`config.mk`:
```
export PLATFORM = sky130hd
export DESIGN_NAME = bit_crusher_interpolated_flat
export DESIGN_NICKNAME = d
export VERILOG_FILES = /design/src/rtl/core/bci_pkg.sv /design/src/rtl/core/bci_if.sv /design/src/rtl/core/bci_front.sv /design/src/rtl/core/bci_queue.sv /design/src/rtl/core/bci_back.sv /design/src/rtl/core/bit_crusher_interpolated.sv /design/src/flat_wrapper.sv
export SDC_FILE = /design/constraint.sdc
export NUM_CORES = 1
export LEC_CHECK = 0
export BUFFER_PORTS_ARGS = -buffer_cell sky130_fd_sc_hd__buf_2
export CORE_ASPECT_RATIO = 1.2
export CORE_MARGIN = 10
export CORE_UTILIZATION = 30
export CTS_CLUSTER_DIAMETER = 40
export DETAILED_ROUTE_END_ITERATION = 12
export GPL_TIMING_DRIVEN = 1
export PLACE_DENSITY = 0.47
export SYNTH_ARGS = -nofsm -noshare
export SYNTH_HDL_FRONTEND = slang
export SYNTH_HIERARCHICAL = 1
export SYNTH_SLANG_ARGS = --single-unit
```
`constraint.sdc`:
```
create_clock -name clock -period 10.5 [get_ports clock]
set_input_delay 0.525 -clock clock [delete_from_list [all_inputs] [get_ports clock]]
set_output_delay 0.525 -clock clock [all_outputs]
set_load 0.005 [all_outputs]
```
`src/rtl/core/bci_pkg.sv`:
```
// Shared types and constants of the interpolating bit crusher.
`timescale 1ns / 1ps

package bci_pkg;

   localparam int SAMPLE_W   = 16;
   localparam int RATE_W     = 15;
   localparam int SHIFT_W    = 4;
   localparam int CSR_IDX_W  = 8;
   localparam int CSR_DATA_W = 16;
   localparam int FRAC_W     = 15;
   localparam int PROD_W     = 32;

   // Phase wraps here; a capture happens on every wrap
   localparam logic [RATE_W:0] PHASE_WRAP = 16'd32767;

   localparam logic [RATE_W-1:0]  RATE_STEP_RESET  = 15'h7FFF;
   localparam logic [SHIFT_W-1:0] SHIFT_RESET      = 4'd0;
   // Loudness compensation thresholds on the crush shift
   localparam logic [SHIFT_W-1:0] LOUD_STEP_A      = 4'd12;
   localparam logic [SHIFT_W-1:0] LOUD_STEP_B      = 4'd13;

   // Register indexes
   localparam logic [CSR_IDX_W-1:0] REG_RATE_STEP   = 8'd0;
   localparam logic [CSR_IDX_W-1:0] REG_CRUSH_SHIFT = 8'd1;

   localparam int QUEUE_DEPTH_DEF = 2;

   typedef logic signed [SAMPLE_W-1:0] sample_type;

   // One classified item: the held pair and the phase to interpolate at
   typedef struct packed {
      sample_type        last;
      sample_type        next;
      logic [RATE_W-1:0] phase;
   } bci_job_type;

endpackage

```
`src/rtl/core/bci_if.sv`:
```
// Handshake interfaces: sample input, sample output and register writes.
`timescale 1ns / 1ps

interface bci_in_if;
   import bci_pkg::*;
   logic       valid;
   logic       ready;
   sample_type sample_in;
   modport source (output valid, output sample_in, input ready);
   modport sink   (input valid, input sample_in, output ready);
endinterface

interface bci_out_if;
   import bci_pkg::*;
   logic       valid;
   logic       ready;
   sample_type sample_out;
   modport source (output valid, output sample_out, input ready);
   modport sink   (input valid, input sample_out, output ready);
endinterface

interface bci_csr_if;
   import bci_pkg::*;
   logic                  valid;
   logic                  ready;
   logic [CSR_IDX_W-1:0]  index;
   logic [CSR_DATA_W-1:0] wdata;
   modport source (output valid, output index, output wdata, input ready);
   modport sink   (input valid, input index, input wdata, output ready);
endinterface

```
`src/rtl/core/bci_front.sv`:
```
// Front end: registers, phase accumulator, crush and held-sample update.
`timescale 1ns / 1ps

module bci_front (
   input  logic                 clock,
   input  logic                 reset,
   bci_in_if.sink               req_if,
   bci_csr_if.sink              csr_if,
   output logic                 push_valid,
   input  logic                 push_ready,
   output bci_pkg::bci_job_type push_job
);
   import bci_pkg::*;

   logic [RATE_W-1:0]  rate_ff,  rate_in;
   logic [SHIFT_W-1:0] shift_ff, shift_in;
   logic [RATE_W-1:0]  phase_ff, phase_in;
   sample_type         last_ff,  last_in;
   sample_type         next_ff,  next_in;

   logic [RATE_W:0]    phase_sum;
   logic               wrap;
   logic [SHIFT_W-1:0] up_shift;
   sample_type         shifted;
   sample_type         crushed;
   logic               accept;

   assign csr_if.ready = 1'b1;
   assign req_if.ready = push_ready;
   assign push_valid   = req_if.valid;
   assign accept       = req_if.valid & push_ready;

   always_comb begin
      rate_in  = rate_ff;
      shift_in = shift_ff;
      if (csr_if.valid) begin
         unique case (csr_if.index)
            REG_RATE_STEP:   rate_in  = csr_if.wdata[RATE_W-1:0];
            REG_CRUSH_SHIFT: shift_in = csr_if.wdata[SHIFT_W-1:0];
            default: ;
         endcase
      end
   end

   // floor shift right, then back up by the same amount, or slightly less above 12
   assign up_shift = shift_ff - SHIFT_W'(shift_ff > LOUD_STEP_A)
                              - SHIFT_W'(shift_ff > LOUD_STEP_B);
   assign shifted  = req_if.sample_in >>> shift_ff;
   assign crushed  = shifted <<< up_shift;

   assign phase_sum = {1'b0, phase_ff} + {1'b0, rate_ff};
   assign wrap      = (phase_sum >= PHASE_WRAP);

   always_comb begin
      phase_in = phase_ff;
      last_in  = last_ff;
      next_in  = next_ff;
      if (accept) begin
         phase_in = wrap ? RATE_W'(phase_sum - PHASE_WRAP) : phase_sum[RATE_W-1:0];
         if (wrap) begin
            last_in = next_ff;
            next_in = crushed;
         end
      end
   end

   always_comb begin
      push_job.phase = wrap ? RATE_W'(phase_sum - PHASE_WRAP) : phase_sum[RATE_W-1:0];
      push_job.last  = wrap ? next_ff : last_ff;
      push_job.next  = wrap ? crushed : next_ff;
   end

   always_ff @(posedge clock) begin
      if (reset) begin
         rate_ff  <= RATE_STEP_RESET;
         shift_ff <= SHIFT_RESET;
         phase_ff <= '0;
         last_ff  <= '0;
         next_ff  <= '0;
      end else begin
         rate_ff  <= rate_in;
         shift_ff <= shift_in;
         phase_ff <= phase_in;
         last_ff  <= last_in;
         next_ff  <= next_in;
      end
   end

endmodule

```
`src/rtl/core/bci_queue.sv`:
```
// Short FIFO of classified items between front and back.
`timescale 1ns / 1ps

module bci_queue #(
   parameter int DEPTH = bci_pkg::QUEUE_DEPTH_DEF
) (
   input  logic                 clock,
   input  logic                 reset,
   input  logic                 push_valid,
   output logic                 push_ready,
   input  bci_pkg::bci_job_type push_job,
   output logic                 pop_valid,
   input  logic                 pop_ready,
   output bci_pkg::bci_job_type pop_job
);
   import bci_pkg::*;

   localparam int PTR_W = $clog2(DEPTH);
   localparam int CNT_W = $clog2(DEPTH + 1);

   bci_job_type       entry_ff [DEPTH];
   logic [PTR_W-1:0]  wr_ptr_ff, wr_ptr_in;
   logic [PTR_W-1:0]  rd_ptr_ff, rd_ptr_in;
   logic [CNT_W-1:0]  count_ff,  count_in;
   logic              push, pop;

   assign push_ready = (count_ff != CNT_W'(DEPTH));
   assign pop_valid  = (count_ff != '0);
   assign push       = push_valid & push_ready;
   assign pop        = pop_valid & pop_ready;
   assign pop_job    = entry_ff[rd_ptr_ff];

   always_comb begin
      wr_ptr_in = wr_ptr_ff;
      rd_ptr_in = rd_ptr_ff;
      count_in  = count_ff;
      if (push) begin
         wr_ptr_in = (wr_ptr_ff == PTR_W'(DEPTH - 1)) ? '0 : wr_ptr_ff + 1'b1;
      end
      if (pop) begin
         rd_ptr_in = (rd_ptr_ff == PTR_W'(DEPTH - 1)) ? '0 : rd_ptr_ff + 1'b1;
      end
      if (push && !pop) begin
         count_in = count_ff + 1'b1;
      end else if (pop && !push) begin
         count_in = count_ff - 1'b1;
      end
   end

   always_ff @(posedge clock) begin
      if (reset) begin
         wr_ptr_ff <= '0;
         rd_ptr_ff <= '0;
         count_ff  <= '0;
      end else begin
         wr_ptr_ff <= wr_ptr_in;
         rd_ptr_ff <= rd_ptr_in;
         count_ff  <= count_in;
      end
   end

   always_ff @(posedge clock) begin
      if (push) begin
         entry_ff[wr_ptr_ff] <= push_job;
      end
   end

endmodule

```
`src/rtl/core/bci_back.sv`:
```
// Back end: interpolation multiply, then saturating add into the output register.
`timescale 1ns / 1ps

module bci_back (
   input  logic                 clock,
   input  logic                 reset,
   input  logic                 pop_valid,
   output logic                 pop_ready,
   input  bci_pkg::bci_job_type pop_job,
   bci_out_if.source            rsp_if
);
   import bci_pkg::*;

   // Stage 1: product of difference and phase
   logic                      s1_valid_ff, s1_valid_in;
   logic signed [PROD_W-1:0]  s1_prod_ff,  s1_prod_in;
   sample_type                s1_last_ff;
   // Stage 2: output register
   logic                      s2_valid_ff, s2_valid_in;
   sample_type                s2_sample_ff, s2_sample_in;

   logic signed [SAMPLE_W:0]    diff;
   logic signed [PROD_W:0]      prod_full;
   logic signed [PROD_W-1:0]    prod_shr;
   logic signed [SAMPLE_W:0]    part;
   logic signed [SAMPLE_W+1:0]  total;
   logic                        s2_load, s1_load;

   assign s2_load   = !s2_valid_ff || rsp_if.ready;
   assign s1_load   = !s1_valid_ff || s2_load;
   assign pop_ready = s1_load;

   // 17-bit exact difference times unsigned phase
   assign diff      = {pop_job.next[SAMPLE_W-1], pop_job.next}
                    - {pop_job.last[SAMPLE_W-1], pop_job.last};
   assign prod_full = diff * $signed({1'b0, pop_job.phase});
   assign s1_prod_in = prod_full[PROD_W-1:0];

   // floor divide by 2^15, then saturating add
   assign prod_shr = s1_prod_ff >>> FRAC_W;
   assign part     = prod_shr[SAMPLE_W:0];
   assign total    = {{2{s1_last_ff[SAMPLE_W-1]}}, s1_last_ff} + {part[SAMPLE_W], part};

   always_comb begin
      if (total[SAMPLE_W+1:SAMPLE_W-1] == 3'b000 || total[SAMPLE_W+1:SAMPLE_W-1] == 3'b111) begin
         s2_sample_in = total[SAMPLE_W-1:0];
      end else if (total[SAMPLE_W+1]) begin
         s2_sample_in = {1'b1, {(SAMPLE_W-1){1'b0}}};
      end else begin
         s2_sample_in = {1'b0, {(SAMPLE_W-1){1'b1}}};
      end
   end

   always_comb begin
      s1_valid_in = s1_valid_ff;
      s2_valid_in = s2_valid_ff;
      if (s1_load) begin
         s1_valid_in = pop_valid;
      end
      if (s2_load) begin
         s2_valid_in = s1_valid_ff;
      end
   end

   always_ff @(posedge clock) begin
      if (reset) begin
         s1_valid_ff <= 1'b0;
         s2_valid_ff <= 1'b0;
      end else begin
         s1_valid_ff <= s1_valid_in;
         s2_valid_ff <= s2_valid_in;
      end
   end

   always_ff @(posedge clock) begin
      if (s1_load && pop_valid) begin
         s1_prod_ff <= s1_prod_in;
         s1_last_ff <= pop_job.last;
      end
      if (s2_load && s1_valid_ff) begin
         s2_sample_ff <= s2_sample_in;
      end
   end

   assign rsp_if.valid      = s2_valid_ff;
   assign rsp_if.sample_out = s2_sample_ff;

endmodule

```
`src/rtl/core/bit_crusher_interpolated.sv`:
```
// Top level of the interpolating bit crusher.
`timescale 1ns / 1ps

// Bit crusher with sample-rate reduction and linear interpolation. Each signed
// Q15 sample item in gives one sample item out. A phase accumulator adds
// rate_step (register 0, reset 32767) per item and wraps at 32767; on a wrap the
// held "next" sample moves to "last" and the input, with crush_shift (register
// 1, reset 0) low bits dropped, becomes the new "next". The output is
// last + floor((next - last) * phase / 32768), saturated to 16 bits. Rate: one
// item per clock while the output is taken; the phase and held-sample update
// is a registered loop in the front end, and the back end spends one stage on
// the single 17x16 multiply and one on the saturating add. After the input
// accept, a result passes the queue write, then the multiply stage, then the
// output register before output valid rises.
// A queue (two entries by default) separates front and back, and the output
// register lets a new item in while a result waits. Register writes are always
// taken (csr ready tied high) and should be made while no item is in flight;
// unknown register indexes are ignored.

module bit_crusher_interpolated #(
   parameter int QUEUE_DEPTH = bci_pkg::QUEUE_DEPTH_DEF   // 2 or more
) (
   input  logic       clock,
   input  logic       reset,
   bci_in_if.sink     req_if,
   bci_out_if.source  rsp_if,
   bci_csr_if.sink    csr_if
);
   import bci_pkg::*;

   // front -> queue
   logic        q_push_valid;
   logic        q_push_ready;
   bci_job_type q_push_job;
   // queue -> back
   logic        q_pop_valid;
   logic        q_pop_ready;
   bci_job_type q_pop_job;

   // accept, crush, update the held pair
   bci_front u_front (
      .clock      (clock),
      .reset      (reset),
      .req_if     (req_if),
      .csr_if     (csr_if),
      .push_valid (q_push_valid),
      .push_ready (q_push_ready),
      .push_job   (q_push_job)
   );

   bci_queue #(
      .DEPTH (QUEUE_DEPTH)
   ) u_queue (
      .clock      (clock),
      .reset      (reset),
      .push_valid (q_push_valid),
      .push_ready (q_push_ready),
      .push_job   (q_push_job),
      .pop_valid  (q_pop_valid),
      .pop_ready  (q_pop_ready),
      .pop_job    (q_pop_job)
   );

   // interpolate and saturate
   bci_back u_back (
      .clock     (clock),
      .reset     (reset),
      .pop_valid (q_pop_valid),
      .pop_ready (q_pop_ready),
      .pop_job   (q_pop_job),
      .rsp_if    (rsp_if)
   );

`ifndef SYNTHESIS
   // reset leaves nothing queued and no result pending
   a_reset_empty: assert property (@(posedge clock)
      reset |=> (!q_pop_valid && !rsp_if.valid))
      else $error("items survive reset");

   // phase handed to the back end is always below the wrap point
   a_phase_bound: assert property (@(posedge clock) disable iff (reset)
      q_push_valid |-> (q_push_job.phase != {RATE_W{1'b1}}))
      else $error("phase at or beyond wrap");

   // the queue only fills from an accepted input item
   a_queue_source: assert property (@(posedge clock) disable iff (reset)
      ($rose(q_pop_valid) && !$past(reset)) |-> $past(req_if.valid && req_if.ready))
      else $error("queue filled without an accepted item");
`endif

endmodule

```
`src/flat_wrapper.sv`:
```
// flat-port wrapper written by rule: the top's interface ports become plain ports
module bit_crusher_interpolated_flat import bci_pkg::*;
#(
   parameter int QUEUE_DEPTH = bci_pkg::QUEUE_DEPTH_DEF               
)
  (clock, reset, req_if_valid, req_if_sample_in, req_if_ready, rsp_if_valid, rsp_if_sample_out, rsp_if_ready, csr_if_valid, csr_if_index, csr_if_wdata, csr_if_ready);
  bci_in_if req_if_i ();
  bci_out_if rsp_if_i ();
  bci_csr_if csr_if_i ();
  input  logic clock;
  input  logic reset;
  input wire logic [$bits(req_if_i.valid)-1:0] req_if_valid;
  input wire logic [$bits(req_if_i.sample_in)-1:0] req_if_sample_in;
  output wire logic [$bits(req_if_i.ready)-1:0] req_if_ready;
  output wire logic [$bits(rsp_if_i.valid)-1:0] rsp_if_valid;
  output wire logic [$bits(rsp_if_i.sample_out)-1:0] rsp_if_sample_out;
  input wire logic [$bits(rsp_if_i.ready)-1:0] rsp_if_ready;
  input wire logic [$bits(csr_if_i.valid)-1:0] csr_if_valid;
  input wire logic [$bits(csr_if_i.index)-1:0] csr_if_index;
  input wire logic [$bits(csr_if_i.wdata)-1:0] csr_if_wdata;
  output wire logic [$bits(csr_if_i.ready)-1:0] csr_if_ready;
  assign req_if_i.valid = req_if_valid;
  assign req_if_i.sample_in = req_if_sample_in;
  assign req_if_ready = req_if_i.ready;
  assign rsp_if_valid = rsp_if_i.valid;
  assign rsp_if_sample_out = rsp_if_i.sample_out;
  assign rsp_if_i.ready = rsp_if_ready;
  assign csr_if_i.valid = csr_if_valid;
  assign csr_if_i.index = csr_if_index;
  assign csr_if_i.wdata = csr_if_wdata;
  assign csr_if_ready = csr_if_i.ready;
  bit_crusher_interpolated #(.QUEUE_DEPTH(QUEUE_DEPTH)) u_core (.clock(clock), .reset(reset), .req_if(req_if_i), .rsp_if(rsp_if_i), .csr_if(csr_if_i));
endmodule
```
Word-level counts from Yosys, hierarchy flattened
Memory sizes are Yosys's and may differ from the RTL's. A register that Yosys moved wholly into a read port is not among the register bits.
Index checks and enable logic that the tools add are counted.

storage, ports and cells
  register bits after elaboration = 136
  memory bits (writable) = 94
  output and inout port bits = 19
  word-level logic and storage cells = 65
  memories kept = 1

memory list
  memory                   depth  width  rd ports  clocked after memory_dff  wr ports  line             text
  u_core.u_queue.entry_ff  2      47     1         1                         1         bci_queue.sv:21  bci_job_type entry_ff [DEPTH];

cells by class
  add/subtract/negate cells = 10
  multiply operators = 1
  magnitude comparators = 3
  eq/ne operators = 3
  shift operators = 2
  multiplexer cells = 13
  bitwise operators = 2
  reduce and logical (&&, ||, !) cells = 17

operators by type and width
  kind                                                                                   number
  16-bit two-way mux                                                                     4
  17-bit by 16-bit multiplier with 32-bit output                                         1
  16-bit by 17-bit adder with 18-bit output                                              1
  16-bit by 16-bit subtractor with 17-bit output                                         1
  15-bit by 15-bit adder with 16-bit output                                              1
  16-bit by 15-bit greater-or-equal comparator with 1-bit output, second input constant  1
  16-bit by 4-bit <<< shifter with 16-bit output                                         1
  16-bit by 4-bit >>> shifter with 16-bit output                                         1
  15-bit two-way mux                                                                     1
  15-bit subtractor, second input constant                                               1
  8-bit by 1-bit == test with 1-bit output, second input constant                        1
  4-bit > comparator, second input constant                                              2
  8-bit logical NOT                                                                      1
  4-bit by 1-bit subtractor with 4-bit output                                            2
  1-bit two-way mux                                                                      6
  1-bit logical AND                                                                      4
  1-bit logical NOT                                                                      4
  2-bit two-way mux                                                                      2
  2-bit AND reduction                                                                    2
  2-bit nonzero test                                                                     2
  3-bit == test, second input constant                                                   1
  3-bit logical NOT                                                                      1
  1-bit logical OR                                                                       3
  1-bit adder, second input constant                                                     2
  4 further kinds                                                                        5

Longest topological paths before layout
Gate-level depths: netlist of the first run.

  depth in word-level cells = 7
  mapped depth = 36
  depth with buffers taken out = 33

Modules after synthesis
The synthesis of the first run kept the hierarchy.

modules (own cells, without submodules)
  module     instances  cells an instance  area each (µm²)  seq. area each (µm²)
  bci_back   1          1351               12794.8          1511.4
  bci_front  1          749                5818.1           1321.3
  bci_queue  1          170                3618.5           2922.8

Least setup slack after synthesis of the first run
No wires, ideal clock.

  path kind = register to register
  start point = register (tool-made name)
  end point = register u_core.u_back.s1_prod_ff[31] (data pin)
  library setup time = 0.283 ns
  data arrival time = 7.948 ns
  slack = 2.268 ns
  cell stages (with the launch flop) = 30
  buffers on the path = 4
  cell sequence = dfxtp_1 -> buf_2 -> buf_6 -> mux2_2 -> ha_1 -> nor2b_1 -> o21a_1 -> o21ai_1 -> a211o_1 -> a211oi_2 -> o32ai_2 -> buf_2 -> and2_1 -> fa_1 -> fa_1 -> clkbuf_1 -> xor2_1 -> xor2_1 -> fa_1 -> fa_1 -> inv_1 -> fa_1 -> inv_1 -> ha_1 -> nand3_1 -> or3_1 -> and3b_1 -> a311oi_1 -> xor2_1 -> xnor2_1

RTL lines
  what                  line            text
  to (signal assigned)  bci_back.sv:77  s1_prod_ff <= s1_prod_in;
  to (decl)             bci_back.sv:16  logic signed [PROD_W-1:0] s1_prod_ff, s1_prod_in;

==> results.py, run 1 <==
metrics = {
    "synthesis": {
        "synth_fa_ha_area_share_pct": 30.0,
        "synth_common_cells": "inv_1, nand2_1, fa_1",
        "synthSimpleGateAreaFrac_pct": 14.9,
        "yosysSeqAreaShare_pct": 25.9,
        "synth_cell_types": 94,
        "synthMuxAreaShare_pct": 6.76,
        "synth_top_area_share_pct": 22.3,
        "ys_warn_count": 6,
        "synth_top_area_cell": "fa_1",
        "synth_fp_nets": 2699,
        "synthXorXnorAreaFrac_pct": 3.43,
        "synth.most_common_cell": "inv_1",
        "syn_area_per_cell_sq_um": 9.79,
        "ys_seq_elements": 216,
        "syn-cell-area_sq_um": 22200,
        "synthArstFlopShare_pct": 0,
        "synthTopCellsByArea": "fa_1, edfxtp_1, ha_1",
        "synth_compound_area_share_pct": 11.3,
        "synth_top_family_by_area": "adder cells",
        "synth-edff-count": 143,
        "ys.flop_type": "edfxtp_1",
        "synthCells": 2270,
    },
    "route": {
        "drtIter0Drc": 739,
        "vias_per_cell": 4.86,
        "vias": 15900,
        "ant_nets": 0,
        "wl_per_cell_microns": 16.8,
        "drt_first_pass_iters": 5,
        "drc": 0,
        "wirelength_microns": 55300,
    },
    "floorplanning": {
        "fp.dieH_microns": 318,
        "die_w_microns": 269,
        "start_util_pct": 30.2,
        "boundaryPins": 64,
        "rows": 109,
        "die-area_sq_um": 85400,
        "design.core.area_sq_um": 73500,
    },
    "setup_path": {
        "critPathTopFamily": "adder cells",
        "cp_data_arrival_time_ns": 9.54,
        "crit_path_max_incr_delay_ns": 0.91,
        "critPathKind": "reg -> reg",
        "required_ns": 10.79,
        "end_kind": "flop",
        "slowest_stage": "xnor2_1",
        "crit_buf_inv": 5,
        "startpoint_type": "flop",
        "cpMostUsedCell": "fa_1",
        "cp_max_fo": 17,
    },
    "timing": {
        "setup-tns-final_ns": 0,
        "fin_crit_ns": 9.26,
        "period_share_pct": 88.2,
        "hold_viol": 0,
        "max_slew_margin_pct": 21.7,
        "rsz0062_at_grt": "false",
        "slew_violations": 0,
        "setup_viol": 0,
        "clock_skew_ns": 0.0326,
        "max_freq_ghz": 0.108,
        "whs_ns": 0.173,
        "worstMarginPinSlew_ns": 1.17,
    },
    "clocking": {
        "cts_tree": "done",
        "ctsResizeCount": 0,
        "insertion_delay_ns": 0.57,
        "cts_made_buffers": 42,
        "path_clk_slew_ns": 0.05,
        "postCtsHoldBufs": 0,
        "clockRootBuffer": "clkbuf_16",
        "cts_num_sinks": 216,
        "cts_htree_levels": 2,
        "clockBufferDepth": 3,
        "post_cts_buffers": 0,
    },
    "layout": {
        "nNetsFinal": 2734,
        "n_fill_cell": 7489,
        "final_util_pct": 34.0,
        "syn2layout_area_growth_pct": 12.4,
        "drive_above_1_share_pct": 13.2,
    },
    "worst_hold_path": {
        "worst_hold_startpoint": "csr_if_wdata[9]",
        "min_path_type": "in -> reg",
    },
    "place": {
        "gp_congestion": 0.856,
        "io_buffers": 61,
        "dpl.hpwl_microns": 42500,
    },
    "flow_run": {
        "maxCapViolCount": 0,
    },
    "global_routing": {
        "antenna_found_initial": 0,
        "grt_pass1_vias": 16800,
        "grt_max_degree": 56,
        "grt_use_total_pct": 13.2,
        "grt_pass1_wl_microns": 90800,
        "grt.overflow.total": 0,
    },
    "run_status": {
        "status": "finished clean",
    },
}
==> sequential cells by signal, indices dropped and copies added (netlist names), named ones only <==
name                             flops
u_core/u_back/rsp_if.sample_out     16
u_core/u_back/rsp_if.valid           1
u_core/u_back/s1_last_ff            16
u_core/u_back/s1_prod_ff            17
u_core/u_back/s1_valid_ff            1
u_core/u_front/last_ff              16
u_core/u_front/next_ff              16
u_core/u_front/phase_ff             15
u_core/u_front/rate_ff              15
u_core/u_front/shift_ff              4
u_core/u_queue/count_ff              2
u_core/u_queue/entry_ff             94
u_core/u_queue/rd_ptr_ff             1
u_core/u_queue/wr_ptr_ff             1
==> worst reg2reg max path: cells and delay by family, from the launching register on <==
kind	cells	cell delay [ns]
mux	1	0.41
compound gates	8	1.87
xor+xnor	2	1.06
simple gates	6	1.00
fa+ha+maj	8	3.54
flops	1	0.52
buf+inv	5	0.57
==> layer usage <==
layer	part of all wire, %	GRT usage (%)	wire length, microns	vias to the layer above
met5	0	0	0	-
met4	2.4	4.04	1330	0
met3	3.2	1.95	1790	65
met2	50	22.8	27700	267
met1	44	16.7	24500	7925
li1	-	-	-	7687
==> path summary, 6_finish.rpt <==
| kind | end | slack (ns) | cells after the start |
|---|---|---|---|
| setup reg to reg | u_core/u_back/s1_prod_ff[29]$_DFFE_PP_ | 1.24 | 30 |
| hold / removal | u_core/u_front/rate_ff[9]$_SDFFE_PP1P_ | 0.17 | 3 |
| hold reg to reg | u_core/u_front/last_ff[11]$_SDFFE_PP0P_ | 0.47 | 2 |
| setup / recovery | u_core/u_back/s1_prod_ff[29]$_DFFE_PP_ | 1.24 | 30 |
==> through the flow <==
step	area, sq um	setup slack [ns]	std cells
2_1_floorplan	22200	2.27	2270
3_3_place_gp	23500	1.13	3204
3_5_place_dp	23500	1.20	3204
4_1_cts	25000	1.13	3280
5_1_grt	25000	0.644	3280
6_report	25000	1.24	3282
==> placed cells by master, fill, tap and decap left out, types with 43 or more instances in the layout <==
| cell type | Yosys | final |
|---|---|---|
| buf_2 | 20 | 61 |
| and2_1 | 117 | 117 |
| nand2_1 | 274 | 274 |
| inv_1 | 328 | 327 |
| ha_1 | 136 | 136 |
| o21ai_0 | 65 | 65 |
| xnor2_1 | 54 | 50 |
| nor2_1 | 85 | 83 |
| dfxtp_1 | 73 | 72 |
| edfxtp_1 | 143 | 143 |
| mux2_2 | 54 | 54 |
| clkbuf_16 | 0 | 43 |
| a21oi_1 | 83 | 83 |
| fa_1 | 248 | 248 |
==> cell type report <==
class,instances,area (sq um),share of cell area (%)
antenna,2,5.00,0.0200
clock buffer,53,1130,4.54
clock inverter,23,312,1.25
inverter,331,1240,4.97
multi-input combinational,1619,14800,59.2
sequential,216,5760,23.0
tap,943,1180,4.72
timing repair buffer,95,561,2.24
==> cells by family after synthesis <==
logic type,Yosys count
AND/OR/NAND/NOR,673
buffers and inverters,435
adder cells (fa/ha/maj),384
AO/OA/AOI/OAI,358
flip-flops,216
multiplexers,116
XOR/XNOR,87
other,1
Power of run 1 is left out: the tool's default activity adds up to more than one toggle a clock period on the data nets, which glitch-free logic cannot reach.
==> run 2: changes to the inputs <==
ABC_AREA = 1   (was not set)
SYNTH_HIERARCHICAL = not set   (was 1)
==> results.py, run 2 <==
metrics = {
    "run_status": {
        "status": "finished clean",
    },
    "timing": {
        "whs_ns": 0.207,
        "hold_viol": 0,
        "slew_violations": 0,
        "max_freq_ghz": 0.108,
        "rsz0062_at_grt": "false",
        "max_slew_margin_pct": 24.3,
        "clock_skew_ns": 0.0342,
        "setup_viol": 0,
        "worstMarginPinSlew_ns": 1.14,
        "period_share_pct": 88.0,
        "fin_crit_ns": 9.24,
        "setup-tns-final_ns": 0,
    },
    "worst_hold_path": {
        "min_to": "u_core.u_front.shift_ff[2]$_SDFFE_PP0P_",
        "worst_hold_startpoint": "csr_if_wdata[2]",
        "min_path_type": "in -> reg",
        "whs_path_depth": 3,
    },
    "route": {
        "ant_nets": 0,
        "wirelength_microns": 63100,
        "drc": 0,
        "drt_first_pass_iters": 7,
        "wl_per_cell_microns": 15.8,
        "drtIter0Drc": 784,
        "vias": 18300,
        "vias_per_cell": 4.57,
    },
    "clocking": {
        "cts_htree_levels": 2,
        "ctsResizeCount": 0,
        "clockRootBuffer": "clkbuf_16",
        "clockBufferDepth": 3,
        "cts_num_sinks": 216,
        "post_cts_buffers": 0,
        "insertion_delay_ns": 0.59,
        "cts_tree": "done",
        "postCtsHoldBufs": 0,
        "path_clk_slew_ns": 0.05,
        "cts_made_buffers": 46,
    },
    "synthesis": {
        "syn-cell-area_sq_um": 22600,
        "yosysSeqAreaShare_pct": 25.5,
        "synth_fp_nets": 3326,
        "synth_common_cells": "nand2_1, inv_1, nor2_1",
        "synthArstFlopShare_pct": 0,
        "synth-edff-count": 143,
        "synth_top_area_share_pct": 21.7,
        "syn_area_per_cell_sq_um": 7.79,
        "synthCells": 2902,
        "synthTopCellsByArea": "fa_1, edfxtp_1, nand2_1",
        "ys_warn_count": 0,
        "ys.flop_type": "edfxtp_1",
        "ys_seq_elements": 216,
        "synth.most_common_cell": "nand2_1",
        "synth_cell_types": 50,
        "synth_top_area_cell": "fa_1",
    },
    "floorplanning": {
        "boundaryPins": 64,
        "start_util_pct": 30.2,
        "design.core.area_sq_um": 74900,
        "die-area_sq_um": 86800,
        "rows": 110,
        "fp.dieH_microns": 321,
        "die_w_microns": 271,
    },
    "flow_run": {
        "maxCapViolCount": 0,
    },
    "layout": {
        "reg_top3": "u_core.u_queue.entry_ff: 94 flops, u_core.u_back.s1_prod_ff: 17 flops",
        "n_fill_cell": 8059,
        "syn2layout_area_growth_pct": 13.5,
        "final_cell_mix": "nand2_1, inv_1, nor2_1",
        "largest_reg_flops": 94,
        "register_area_sq_um": 5760,
        "drive_above_1_share_pct": 7.89,
        "diodes": 0,
        "top_register": "u_core.u_queue.entry_ff",
        "nNetsFinal": 3378,
        "layout_commonest_cell": "nand2_1",
        "multi_input_area_sq_um": 14400,
    },
    "setup_path": {
        "reg2reg_depth": 28,
        "critPathTopFamily": "adder cells",
        "ff2ff_setup_slack_ns": 1.26,
        "crit_path_max_incr_delay_ns": 0.78,
        "reg2reg_to": "u_core.u_back.s1_prod_ff[30]$_DFFE_PP_",
        "slowest_stage": "dfxtp_2",
        "cp_data_arrival_time_ns": 9.58,
        "crit_buf_inv": 4,
        "startpoint_type": "flop",
        "end_kind": "flop",
        "required_ns": 10.83,
        "critPathKind": "reg -> reg",
        "cp_max_fo": 39,
    },
    "global_routing": {
        "grt_max_degree": 72,
        "antenna_found_initial": 0,
        "grt_use_total_pct": 14.6,
        "grt.overflow.total": 0,
        "grt_pass1_vias": 19000,
        "grt_pass1_wl_microns": 101000,
    },
    "place": {
        "gp_congestion": 0.858,
        "io_buffers": 61,
        "dpl.hpwl_microns": 51400,
    },
}
-- run 2: worst max path at each step --
stage / start / to / depth (start not counted)
floorplan: flop / u_core.u_back.s1_prod_ff[31]$_DFFE_PP_ / 37
global placement: flop / u_core.u_back.s1_prod_ff[30]$_DFFE_PP_ / 28
detailed placement: flop / u_core.u_back.s1_prod_ff[30]$_DFFE_PP_ / 28
CTS: flop / u_core.u_back.s1_prod_ff[30]$_DFFE_PP_ / 28
global route: flop / u_core.u_back.s1_prod_ff[30]$_DFFE_PP_ / 28
finish: flop / u_core.u_back.s1_prod_ff[30]$_DFFE_PP_ / 28
-- run 2: kinds of logic (layout without fill, tap and decap cells) --
| family | after synthesis | count (layout) | share of synthesized area, % |
|---|---|---|---|
| simple gates | 1303 | 1303 | 24.3 |
| buf+inv | 653 | 743 | 11.1 |
| fa+ha+maj | 379 | 379 | 29.1 |
| compound gates | 263 | 263 | 6.34 |
| flops | 216 | 216 | 25.5 |
| xor+xnor | 70 | 70 | 2.78 |
| mux | 17 | 17 | 0.841 |
| other cells | 1 | 1 | 0.0166 |
-- run 2: worst min-delay path, cell delays in order --
cell	delay, ns
buf_2	0.10
inv_1	0.06
a211oi_1	0.06
-- run 2: per-layer routing --
layer | vias to the layer above | GRT usage (%) | part of all wire [%]
met5 | - | 0 | 0
met1 | 8638 | 16.4 | 41
met3 | 100 | 2.08 | 3.6
met4 | 0 | 5.42 | 3.5
li1 | 9213 | - | -
met2 | 325 | 27.3 | 52
-- run 2: layout make-up --
type                    instances  share of cell area, %
repair buffers                 92                   2.10
clock buffers                  51                   4.68
multi-input cells            2033                   56.0
well taps                    1008                   4.92
inverters                     565                   8.27
clock inverters                35                   1.58
flip-flops and latches        216                   22.4
-- run 2: through the flow --
stage	instances	setup slack [ns]	util (%)	cell area, sq um
2_1_floorplan	2902	2.12	-	22600
3_3_place_gp	3914	1.25	32.1	24000
3_5_place_dp	3914	1.19	32.1	24000
4_1_cts	4000	1.20	34.3	25600
5_1_grt	4000	0.776	34.3	25600
6_report	4000	1.26	34.3	25600
Power of run 2 is left out for the same reason.
==> run 3: changes to the inputs <==
CAP_MARGIN = 20   (was not set)
CORE_UTILIZATION = 55   (was 30)
PLACE_DENSITY = 0.75   (was 0.47)
==> results.py, run 3 (synthesis gave the netlist of run 2 again) <==
metrics = {
    "run_status": {
        "status": "finished clean",
    },
    "layout": {
        "top_register": "u_core.u_queue.entry_ff",
        "final_util_pct": 60.4,
        "n_fill_cell": 3673,
        "syn2layout_area_growth_pct": 8.95,
        "drive_above_1_share_pct": 7.04,
        "multi_input_area_sq_um": 14400,
        "nNetsFinal": 3364,
        "reg_top3": "u_core.u_queue.entry_ff: 94 flops, u_core.u_back.s1_prod_ff: 17 flops",
        "register_area_sq_um": 5760,
        "layout_commonest_cell": "nand2_1",
        "final_cell_mix": "nand2_1, inv_1, nor2_1",
        "largest_reg_flops": 94,
        "diodes": 0,
    },
    "global_routing": {
        "grt.overflow.total": 0,
        "grt_pass1_wl_microns": 96300,
        "antenna_found_initial": 0,
        "grt_use_total_pct": 24.0,
        "grt_max_degree": 73,
        "grt_pass1_vias": 19500,
    },
    "setup_path": {
        "cp_data_arrival_time_ns": 9.51,
        "critPathKind": "reg -> reg",
        "slowest_stage": "fa_1",
        "end_kind": "flop",
        "cpMostUsedCell": "inv_1",
        "cp_max_fo": 35,
        "required_ns": 10.74,
        "startpoint_type": "flop",
        "crit_path_max_incr_delay_ns": 0.80,
    },
    "clocking": {
        "clockBufferDepth": 3,
        "post_cts_buffers": 0,
        "cts_num_sinks": 216,
        "cts_made_buffers": 35,
        "postCtsHoldBufs": 0,
        "clockRootBuffer": "clkbuf_16",
        "cts_htree_levels": 2,
        "path_clk_slew_ns": 0.06,
        "cts_tree": "done",
        "ctsResizeCount": 0,
        "insertion_delay_ns": 0.53,
    },
    "timing": {
        "setup-tns-final_ns": 0,
        "clock_skew_ns": 0.0246,
        "hold_viol": 0,
        "worstMarginPinSlew_ns": 1.14,
        "max_freq_ghz": 0.108,
        "fin_ws_ns": 1.23,
        "slew_violations": 0,
        "rsz0062_at_grt": "false",
        "period_share_pct": 88.3,
        "max_slew_margin_pct": 23.1,
        "setup_viol": 0,
        "fin_crit_ns": 9.27,
    },
    "route": {
        "drc": 0,
        "drtIter0Drc": 1278,
        "vias_per_cell": 5.46,
        "drt_first_pass_iters": 6,
        "ant_nets": 0,
        "wl_per_cell_microns": 17.0,
        "wirelength_microns": 59500,
        "vias": 19100,
    },
    "floorplanning": {
        "die_w_microns": 205,
        "rows": 81,
        "fp.dieH_microns": 242,
        "design.core.area_sq_um": 40700,
        "boundaryPins": 64,
        "start_util_pct": 55.5,
        "die-area_sq_um": 49600,
    },
    "place": {
        "dpl.hpwl_microns": 47500,
        "pre_cts_slack_ns": 1.32,
        "gp_congestion": 0.961,
        "io_buffers": 61,
    },
    "worst_hold_path": {
        "min_path_type": "in -> reg",
    },
    "flow_run": {
        "maxCapViolCount": 0,
    },
}
[run 3: changes by cell type in the layout (fill, tap and decap cells not counted), moves of 3 or more]
cell / change
inv_8: +3
inv_6: -9
clkbuf_16: -11
clkinv_8: +3
buf_4: -3
[run 3: per-stage QoR]
| step | hold WS [ns] | instance area, sq um | std cells |
|---|---|---|---|
| final | 0.255 | 24600 | 3506 |
| after global routing | 0.280 | 24600 | 3506 |
| after CTS | 0.243 | 24600 | 3506 |
| after detailed placement | 0.449 | 23400 | 3442 |
| after global placement | 0.439 | 23400 | 3442 |
| after floorplan | 0.426 | 22600 | 2902 |
[run 3: worst max-delay path: cells and delay by family, from the launching register on]
family                   cells  cell delay (ns)
AO/OA/AOI/OAI                5             1.00
multiplexers                 1             0.38
adder cells (fa/ha/maj)      7             3.69
XOR/XNOR                     2             0.57
buffers and inverters       10             1.65
flip-flops                   1             0.46
AND/OR/NAND/NOR              9             1.20
[run 3: worst paths after layout]
| path | start | to | slack (ns) | cells after the start |
|---|---|---|---|---|
| max | flop | u_core.u_back.s1_prod_ff[31]$_DFFE_PP_ | 1.23 | 34 |
| min | csr_if_wdata[9] | u_core.u_front.rate_ff[9]$_SDFFE_PP1P_ | 0.25 | 3 |
| max reg2reg | flop | u_core.u_back.s1_prod_ff[31]$_DFFE_PP_ | 1.23 | 34 |
| min reg2reg | u_core.u_queue.rd_ptr_ff$_SDFFE_PP0P_ | u_core.u_queue.rd_ptr_ff$_SDFFE_PP0P_ | 0.46 | 1 |
[run 3: per-layer routing]
| metal | GRT usage (%) | share of wire [%] | vias to the layer above |
|---|---|---|---|
| li1 | - | - | 9197 |
| met1 | 26.9 | 39 | 9175 |
| met2 | 43.4 | 51 | 612 |
| met3 | 3.24 | 5.2 | 143 |
| met4 | 12.1 | 5.2 | 0 |
| met5 | 0 | 0 | - |
[run 3: layout make-up]
| cell class | count | area share (%) |
|---|---|---|
| Multi-Input combinational cell | 2033 | 58.3 |
| Tap cell | 539 | 2.74 |
| Sequential cell | 216 | 23.4 |
| Clock inverter | 25 | 1.10 |
| Clock buffer | 39 | 3.75 |
| Inverter | 565 | 8.61 |
| Timing Repair Buffer | 89 | 2.09 |
Power of run 3 is left out for the same reason.
